**src/rtl/htfd_pkg.sv**
```systemverilog
`timescale 1ns / 1ps
// ----------------------------------------------------------------------------
// htfd_pkg: shared types and constants of the humidity/temperature decoder
// CRC-8 parameters, frame layout, scaling constants and the frame record
// that travels from the frame tracker to the scaling stage.
// ----------------------------------------------------------------------------
package htfd_pkg;

    // crc-8, msb first, no final xor
    localparam logic [7:0] CRC_POLY = 8'h31;
    localparam logic [7:0] CRC_INIT = 8'hFF;

    // frame layout
    localparam int         IDX_W      = 3;
    localparam int         RAW_W      = 20;
    localparam logic [2:0] IDX_STATUS = 3'd0;
    localparam logic [2:0] IDX_HUM_HI = 3'd1;
    localparam logic [2:0] IDX_HUM_MD = 3'd2;
    localparam logic [2:0] IDX_SPLIT  = 3'd3;
    localparam logic [2:0] IDX_TMP_MD = 3'd4;
    localparam logic [2:0] IDX_TMP_LO = 3'd5;
    localparam logic [2:0] IDX_CRC    = 3'd6;
    localparam logic [2:0] IDX_BAD    = 3'd7;

    // output scaling
    localparam int HUM_W  = 14;
    localparam int TMP_W  = 15;
    localparam logic [HUM_W-1:0] HUM_SCALE  = 14'd10000;
    localparam logic [TMP_W-1:0] TMP_SCALE  = 15'd20000;
    localparam logic [TMP_W-1:0] TMP_OFFSET = 15'd5000;

    // completed frame handed to the scaling stage
    typedef struct packed {
        logic             crc_ok;
        logic [RAW_W-1:0] hum_raw;
        logic [RAW_W-1:0] tmp_raw;
    } t_frame;

    // one byte through the crc, eight shift steps
    function automatic logic [7:0] crc_update(input logic [7:0] crc, input logic [7:0] b);
        logic [7:0] c;
        c = crc ^ b;
        for (int k = 0; k < 8; k++) begin
            if (c[7]) begin
                c = {c[6:0], 1'b0} ^ CRC_POLY;
            end else begin
                c = {c[6:0], 1'b0};
            end
        end
        return c;
    endfunction

endpackage

```
**src/rtl/humidity_temperature_frame_decoder.sv**
```systemverilog
`timescale 1ns / 1ps
// ----------------------------------------------------------------------------
// humidity_temperature_frame_decoder: crc-checked sensor frame decoder
// Decodes seven-byte humidity/temperature sensor responses into a crc flag
// and scaled humidity and temperature readings.
// ----------------------------------------------------------------------------
// Usage:
//   Input channel (i_valid / o_ready) takes one response byte per transfer,
//   with i_frame_start high on the status byte of each frame. Bytes 0 to 5
//   produce no result; byte 6 (the crc byte) produces one result transfer on
//   the output channel (o_valid / i_ready).
//   One byte is taken every cycle while o_ready is high. The frame register
//   captures the checked raw fields at the edge that takes the crc byte, and
//   the result register, which drives o_valid, captures the scaled values
//   once it is empty or i_ready is high; one constant multiply per reading.
//   When the receiver stalls, a pending result waits in the result register
//   and a second one in the frame register; once both are full o_ready
//   drops for every byte until i_ready returns high.
//   On a crc mismatch o_crc_ok is low and both readings are zero.
//   Reset is synchronous, active low: the byte position returns to the
//   status byte, the crc to its initial value and both stages empty.
// ----------------------------------------------------------------------------
module humidity_temperature_frame_decoder
    import htfd_pkg::*;
(
    input  logic                    i_clk,
    input  logic                    i_rst_n,
    input  logic                    i_valid,
    output logic                    o_ready,
    input  logic [7:0]              i_rx_byte,
    input  logic                    i_frame_start,
    output logic                    o_valid,
    input  logic                    i_ready,
    output logic                    o_crc_ok,
    output logic [HUM_W-1:0]        o_humidity_centi,
    output logic signed [TMP_W-1:0] o_temperature_centi
);

    localparam int HUM_PROD_W = RAW_W + HUM_W;
    localparam int TMP_PROD_W = RAW_W + TMP_W;

    logic   w_take;
    logic   w_last;
    t_frame w_frame;
    logic   w_out_adv;
    logic   w_s1_free;

    logic   r_s1_valid;
    t_frame r_s1;
    logic   r_out_valid;
    logic   r_crc_ok;
    logic [HUM_W-1:0] r_hum;
    logic [TMP_W-1:0] r_tmp;

    logic [HUM_PROD_W-1:0] w_hum_prod;
    logic [TMP_PROD_W-1:0] w_tmp_prod;
    logic [HUM_W-1:0]      n_hum;
    logic [TMP_W-1:0]      n_tmp;

    // handshake: a byte is taken only while a frame slot is free
    assign w_out_adv = !r_out_valid || i_ready;
    assign w_s1_free = !r_s1_valid || w_out_adv;
    assign o_ready   = w_s1_free;
    assign w_take    = i_valid && o_ready;

    // byte tracking and crc
    htfd_frame u_frame (
        .i_clk         (i_clk),
        .i_rst_n       (i_rst_n),
        .i_take        (w_take),
        .i_rx_byte     (i_rx_byte),
        .i_frame_start (i_frame_start),
        .o_last        (w_last),
        .o_frame       (w_frame)
    );

    // frame register valid
    always_ff @(posedge i_clk) begin
        if (!i_rst_n) begin
            r_s1_valid <= 1'b0;
        end else if (w_s1_free) begin
            r_s1_valid <= w_take && w_last;
        end
    end

    // frame register payload
    always_ff @(posedge i_clk) begin
        if (w_take && w_last) begin
            r_s1 <= w_frame;
        end
    end

    // constant scaling, zero on crc failure
    assign w_hum_prod = HUM_PROD_W'(r_s1.hum_raw) * HUM_PROD_W'(HUM_SCALE);
    assign w_tmp_prod = TMP_PROD_W'(r_s1.tmp_raw) * TMP_PROD_W'(TMP_SCALE);
    always_comb begin
        n_hum = '0;
        n_tmp = '0;
        if (r_s1.crc_ok) begin
            n_hum = w_hum_prod[HUM_PROD_W-1:RAW_W];
            n_tmp = w_tmp_prod[TMP_PROD_W-1:RAW_W] - TMP_OFFSET;
        end
    end

    // result register valid
    always_ff @(posedge i_clk) begin
        if (!i_rst_n) begin
            r_out_valid <= 1'b0;
        end else if (w_out_adv) begin
            r_out_valid <= r_s1_valid;
        end
    end

    // result register payload
    always_ff @(posedge i_clk) begin
        if (w_out_adv && r_s1_valid) begin
            r_crc_ok <= r_s1.crc_ok;
            r_hum    <= n_hum;
            r_tmp    <= n_tmp;
        end
    end

    assign o_valid             = r_out_valid;
    assign o_crc_ok            = r_crc_ok;
    assign o_humidity_centi    = r_hum;
    assign o_temperature_centi = $signed(r_tmp);

endmodule

```
**src/rtl/htfd_frame.sv**
```systemverilog
`timescale 1ns / 1ps
// ----------------------------------------------------------------------------
// htfd_frame: frame position, running crc and raw field capture
// Tracks the byte position, folds bytes 0 to 5 into the crc and assembles
// the two 20-bit raw fields; flags the crc byte and presents the frame.
// ----------------------------------------------------------------------------
module htfd_frame
    import htfd_pkg::*;
(
    input  logic       i_clk,
    input  logic       i_rst_n,
    input  logic       i_take,
    input  logic [7:0] i_rx_byte,
    input  logic       i_frame_start,
    output logic       o_last,
    output t_frame     o_frame
);

    logic [IDX_W-1:0] r_idx, n_idx;
    logic [7:0]       r_crc, n_crc;
    logic [RAW_W-1:0] r_hum_raw, n_hum_raw;
    logic [RAW_W-1:0] r_tmp_raw, n_tmp_raw;

    logic [IDX_W-1:0] w_idx;
    logic [7:0]       w_crc;
    logic             w_restart;

    // restart on frame start or on an impossible position
    assign w_restart = i_frame_start || (r_idx == IDX_BAD);
    assign w_idx     = w_restart ? IDX_STATUS : r_idx;
    assign w_crc     = w_restart ? CRC_INIT : r_crc;

    // crc byte completes the frame
    assign o_last          = (w_idx == IDX_CRC);
    assign o_frame.crc_ok  = (w_crc == i_rx_byte);
    assign o_frame.hum_raw = r_hum_raw;
    assign o_frame.tmp_raw = r_tmp_raw;

    // next position, crc and raw fields
    always_comb begin
        n_idx     = r_idx;
        n_crc     = r_crc;
        n_hum_raw = r_hum_raw;
        n_tmp_raw = r_tmp_raw;
        if (i_take) begin
            if (o_last) begin
                n_idx = IDX_STATUS;
                n_crc = CRC_INIT;
            end else begin
                n_idx = w_idx + 3'd1;
                n_crc = crc_update(w_crc, i_rx_byte);
                case (w_idx)
                    IDX_HUM_HI: begin
                        n_hum_raw = {i_rx_byte, 12'd0};
                    end
                    IDX_HUM_MD: begin
                        n_hum_raw = {r_hum_raw[19:12], i_rx_byte, 4'd0};
                    end
                    IDX_SPLIT: begin
                        n_hum_raw = {r_hum_raw[19:4], i_rx_byte[7:4]};
                        n_tmp_raw = {i_rx_byte[3:0], 16'd0};
                    end
                    IDX_TMP_MD: begin
                        n_tmp_raw = {r_tmp_raw[19:16], i_rx_byte, 8'd0};
                    end
                    IDX_TMP_LO: begin
                        n_tmp_raw = {r_tmp_raw[19:8], i_rx_byte};
                    end
                    default: begin
                    end
                endcase
            end
        end
    end

    // control state
    always_ff @(posedge i_clk) begin
        if (!i_rst_n) begin
            r_idx <= IDX_STATUS;
            r_crc <= CRC_INIT;
        end else begin
            r_idx <= n_idx;
            r_crc <= n_crc;
        end
    end

    // raw field payload
    always_ff @(posedge i_clk) begin
        r_hum_raw <= n_hum_raw;
        r_tmp_raw <= n_tmp_raw;
    end

endmodule

```
**config.mk**
```make
export PLATFORM = sky130hd
export DESIGN_NAME = humidity_temperature_frame_decoder
export DESIGN_NICKNAME = d
export VERILOG_FILES = /design/src/rtl/htfd_pkg.sv /design/src/rtl/humidity_temperature_frame_decoder.sv /design/src/rtl/htfd_frame.sv
export SDC_FILE = /design/constraint.sdc
export NUM_CORES = 1
export LEC_CHECK = 0
export ABC_AREA = 1
export BUFFER_PORTS_ARGS = -buffer_cell sky130_fd_sc_hd__buf_2
export CORE_ASPECT_RATIO = 1.25
export CORE_MARGIN = 2
export CORE_UTILIZATION = 23
export CTS_BUF_LIST = sky130_fd_sc_hd__clkbuf_8
export DETAILED_ROUTE_END_ITERATION = 6
export MAX_ROUTING_LAYER = met4
export PLACE_DENSITY = 0.38
export SETUP_SLACK_MARGIN = 0.1
export SYNTH_ARGS = -nofsm -noshare
export SYNTH_HDL_FRONTEND = slang
export SYNTH_SLANG_ARGS = --single-unit
```
**constraint.sdc**
```tcl
create_clock -name i_clk -period 11.3 [get_ports i_clk]
set_clock_uncertainty 0.1 [all_clocks]
set_input_delay 0.565 -clock i_clk [delete_from_list [all_inputs] [get_ports i_clk]]
set_output_delay 0.565 -clock i_clk [all_outputs]
set_load 0.05 [all_outputs]
```
==> flow_summary.json <==
{
  "status": "finished, final reports clean",
  "grt_max_degree": 42,
  "grt_util_all_layers_pct": 11.4,
  "hold_depth": 3,
  "layout_commonest_cell": "inv_1",
  "dp_hpwl_um": 23900,
  "wl_um": 28000,
  "synth.area.mux_share_pct": 0,
  "grt_pass1_vias": 8955,
  "netlist_area_sq_um": 12000,
  "synth.distinct_cells": 43,
  "yosysSeqAreaShare_pct": 30.1,
  "synthAdderAreaFrac_pct": 32.4,
  "hp-class": "in -> reg",
  "p_int_mw": 0.717,
  "hold_violations": 0,
  "die_w_um": 208,
  "synth-edff-count": 111,
  "p_clk_share_pct": 41.3,
  "rows": 93,
  "firstDrtPassIters": 5,
  "timing.rr.start": "r_s1[4]",
  "cts_setup_buffers": 0,
  "clk-insertion-delay-late_ps": 510,
  "rsz0062_at_grt": "false",
  "synth_top_family_by_area": "adder cells",
  "die_h_um": 259,
  "synth_seq_cells": 124,
  "gp_congestion": 0.822,
  "p_sw_mw": 0.291,
  "swShare_pct": 28.9,
  "h-tree-depth": 4,
  "start_util_pct": 23.2,
  "io-pin-count": 45,
  "crit_buf_inv": 8,
  "cp.required_ps": 11450,
  "period_share_pct": 47.0,
  "cts_buffers": 17,
  "viasPerCell": 3.96,
  "final_cell_mix": "inv_1 (403), nand2_1 (277), ha_1 (162)",
  "fin_ws_ps": 5990,
  "cts_tree": "built",
  "synthesis.instances": 1417,
  "cap_viol_max_count": 0,
  "p_seq_share_pct": 50.2,
  "wl_per_cell_um": 13.0,
  "worst_setup_path_start_kind": "register",
  "vias": 8535,
  "min_from": "i_rx_byte[7]",
  "combPwrFrac_pct": 8.4,
  "die-area_sq_um": 53800,
  "endpoint_kind": "register",
  "cp_num_cells": 28,
  "critPathSlowestCell": "fa_1",
  "fin_nets": 1745,
  "drive_gt1_share_pct": 7.44,
  "avgSynthCellArea_sq_um": 8.44,
  "path_class": "reg -> reg",
  "drc_errors": 0,
  "post-place-ws_ps": 5940,
  "arrival_ps": 5460,
  "cpLargestDelayFamily": "adder cells",
  "antenna_found_initial": 1,
  "area_growth_pct": 12.3,
  "fmax_ghz": 0.188,
  "cts_hold_buffers": 0,
  "drt_iter0_markers": 314,
  "clk_pin_slew_ps": 90,
  "async_flop_share_pct": 0,
  "ant_nets": 0,
  "coreArea_sq_um": 51400,
  "synth_xor_area_share_pct": 1.39,
  "clockRootBuffer": "clkbuf_8",
  "slowest_delay_ps": 550,
  "gr-total-overflow": 0,
  "synth_compound_area_share_pct": 6.27,
  "cts_resized": 0,
  "slew_violations": 0,
  "tns_ps": 0,
  "setup_violations": 0,
  "worst_slew_pin_slew_ps": 1130,
  "synth_ff_type": "edfxtp_1",
  "yosys.area_share.simple_pct": 16.8,
  "grt_pass1_wl_um": 47000,
  "worstSetupStartpoint": "r_s1[4]",
  "utilization_pct": 26.1,
  "worstRegToRegCells": 28,
  "power_leakage_nw": 6.93,
  "synthesis.nets": 1684,
  "clockBufferDepth": 2,
  "period_minus_slack_ps": 5310,
  "max_slew_margin_pct": 24.2,
  "cts.sinks": 124,
  "yosysWarningCount": 0,
  "irDropWorstVdd_mv": 0.0556,
  "fillers": 5632,
  "portBuffers": 44,
  "powerDensity_nw_per_um2": 75.0,
  "cp_max_fo": 4
}
[cell usage after synthesis (2+ instances only)]
library cell | count | area (sq um)
nor3_1 | 14 | 70.1
or2_2 | 4 | 25.0
o21ai_1 | 2 | 10.0
fa_1 | 92 | 1840
ha_1 | 162 | 2030
o211ai_1 | 2 | 15.0
nand3_1 | 46 | 230
a21oi_1 | 69 | 345
clkbuf_1 | 4 | 15.0
inv_2 | 5 | 18.8
inv_1 | 403 | 1510
dfxtp_1 | 13 | 260
a31oi_1 | 4 | 25.0
nand2_2 | 5 | 31.3
nor2_1 | 99 | 372
edfxtp_1 | 111 | 3330
nand3b_1 | 4 | 30.0
o21a_1 | 6 | 45.0
o22ai_1 | 4 | 25.0
o221ai_1 | 2 | 17.5
xor2_1 | 8 | 70.1
o21ai_0 | 37 | 185
xor2_2 | 2 | 32.5
nand2_1 | 277 | 1040
xor2_4 | 2 | 55.1
nand4_1 | 12 | 75.1
nand2_4 | 9 | 101
o21bai_1 | 4 | 30.0
[per-stage QoR]
stage                     instance area (sq um)  total power, mW  hold slack [ps]  std cells
after floorplan                           12000            0.582              300       1417
after global placement                    13000            0.601              305       2124
after detailed placement                  13000            0.602              305       2124
after CTS                                 13400             1.03              193       2156
after global routing                      13400             1.05              226       2157
final                                     13400             1.01              236       2158
[final timing paths]
check                            endpoint  slack, ps
hold / removal       u_frame.r_hum_raw[3]        240
setup reg to reg  o_temperature_centi[13]       5990
hold reg to reg                  r_s1[11]        320
setup / recovery  o_temperature_centi[13]       5990
[cell families after synthesis]
group,after synthesis
fa+ha+maj,254
flops,124
xor+xnor,13
buf+inv,415
simple gates,475
compound gates,136
[per-layer routing]
layer	share of wire [%]	vias up	track usage, %
met5	0	-	-
met4	1.8	0	3.98
met3	2.0	28	1.42
met2	48	93	19.0
met1	48	3903	14.3
li1	-	4511	-
[tightest hold or removal path, delay by kind of cell]
family                 cells  cell delay [ps]
and+or+nand+nor            1               40
buffers and inverters      2              130
[power groups by stage]
| stage | clock, mW | sequential [mW] | combinational, mW |
|---|---|---|---|
| 4_1_cts | 0.434 | 0.506 | 0.0862 |
| 3_3_place_gp | 0 | 0.516 | 0.0843 |
| 6_report | 0.416 | 0.506 | 0.0849 |
| 2_1_floorplan | 0 | 0.516 | 0.0661 |
| 5_1_grt | 0.449 | 0.507 | 0.0974 |
| 3_5_place_dp | 0 | 0.517 | 0.0858 |
[state kept, by name, summed over array words and instances (netlist names)]
register and cells:
r_s1 41, u_frame.r_hum_raw 20, u_frame.r_tmp_raw 20, o_temperature_centi 15, o_humidity_centi 14, u_frame.r_crc 8
u_frame.r_idx 3, o_crc_ok 1, o_valid 1, r_s1_valid 1
[area by class of cell]
cell class | instances | area, sq um | share of cell area [%]
clock buffers | 17 | 234 | 1.74
inverters | 410 | 1540 | 11.5
multi-input cells | 878 | 6810 | 50.7
flip-flops and latches | 124 | 3590 | 26.8
clock inverters | 15 | 168 | 1.25
diodes | 2 | 5.00 | 0.0373
repair buffers | 47 | 243 | 1.81
well taps | 665 | 832 | 6.20
No activity file was read; power rests on OpenSTA's default activity.
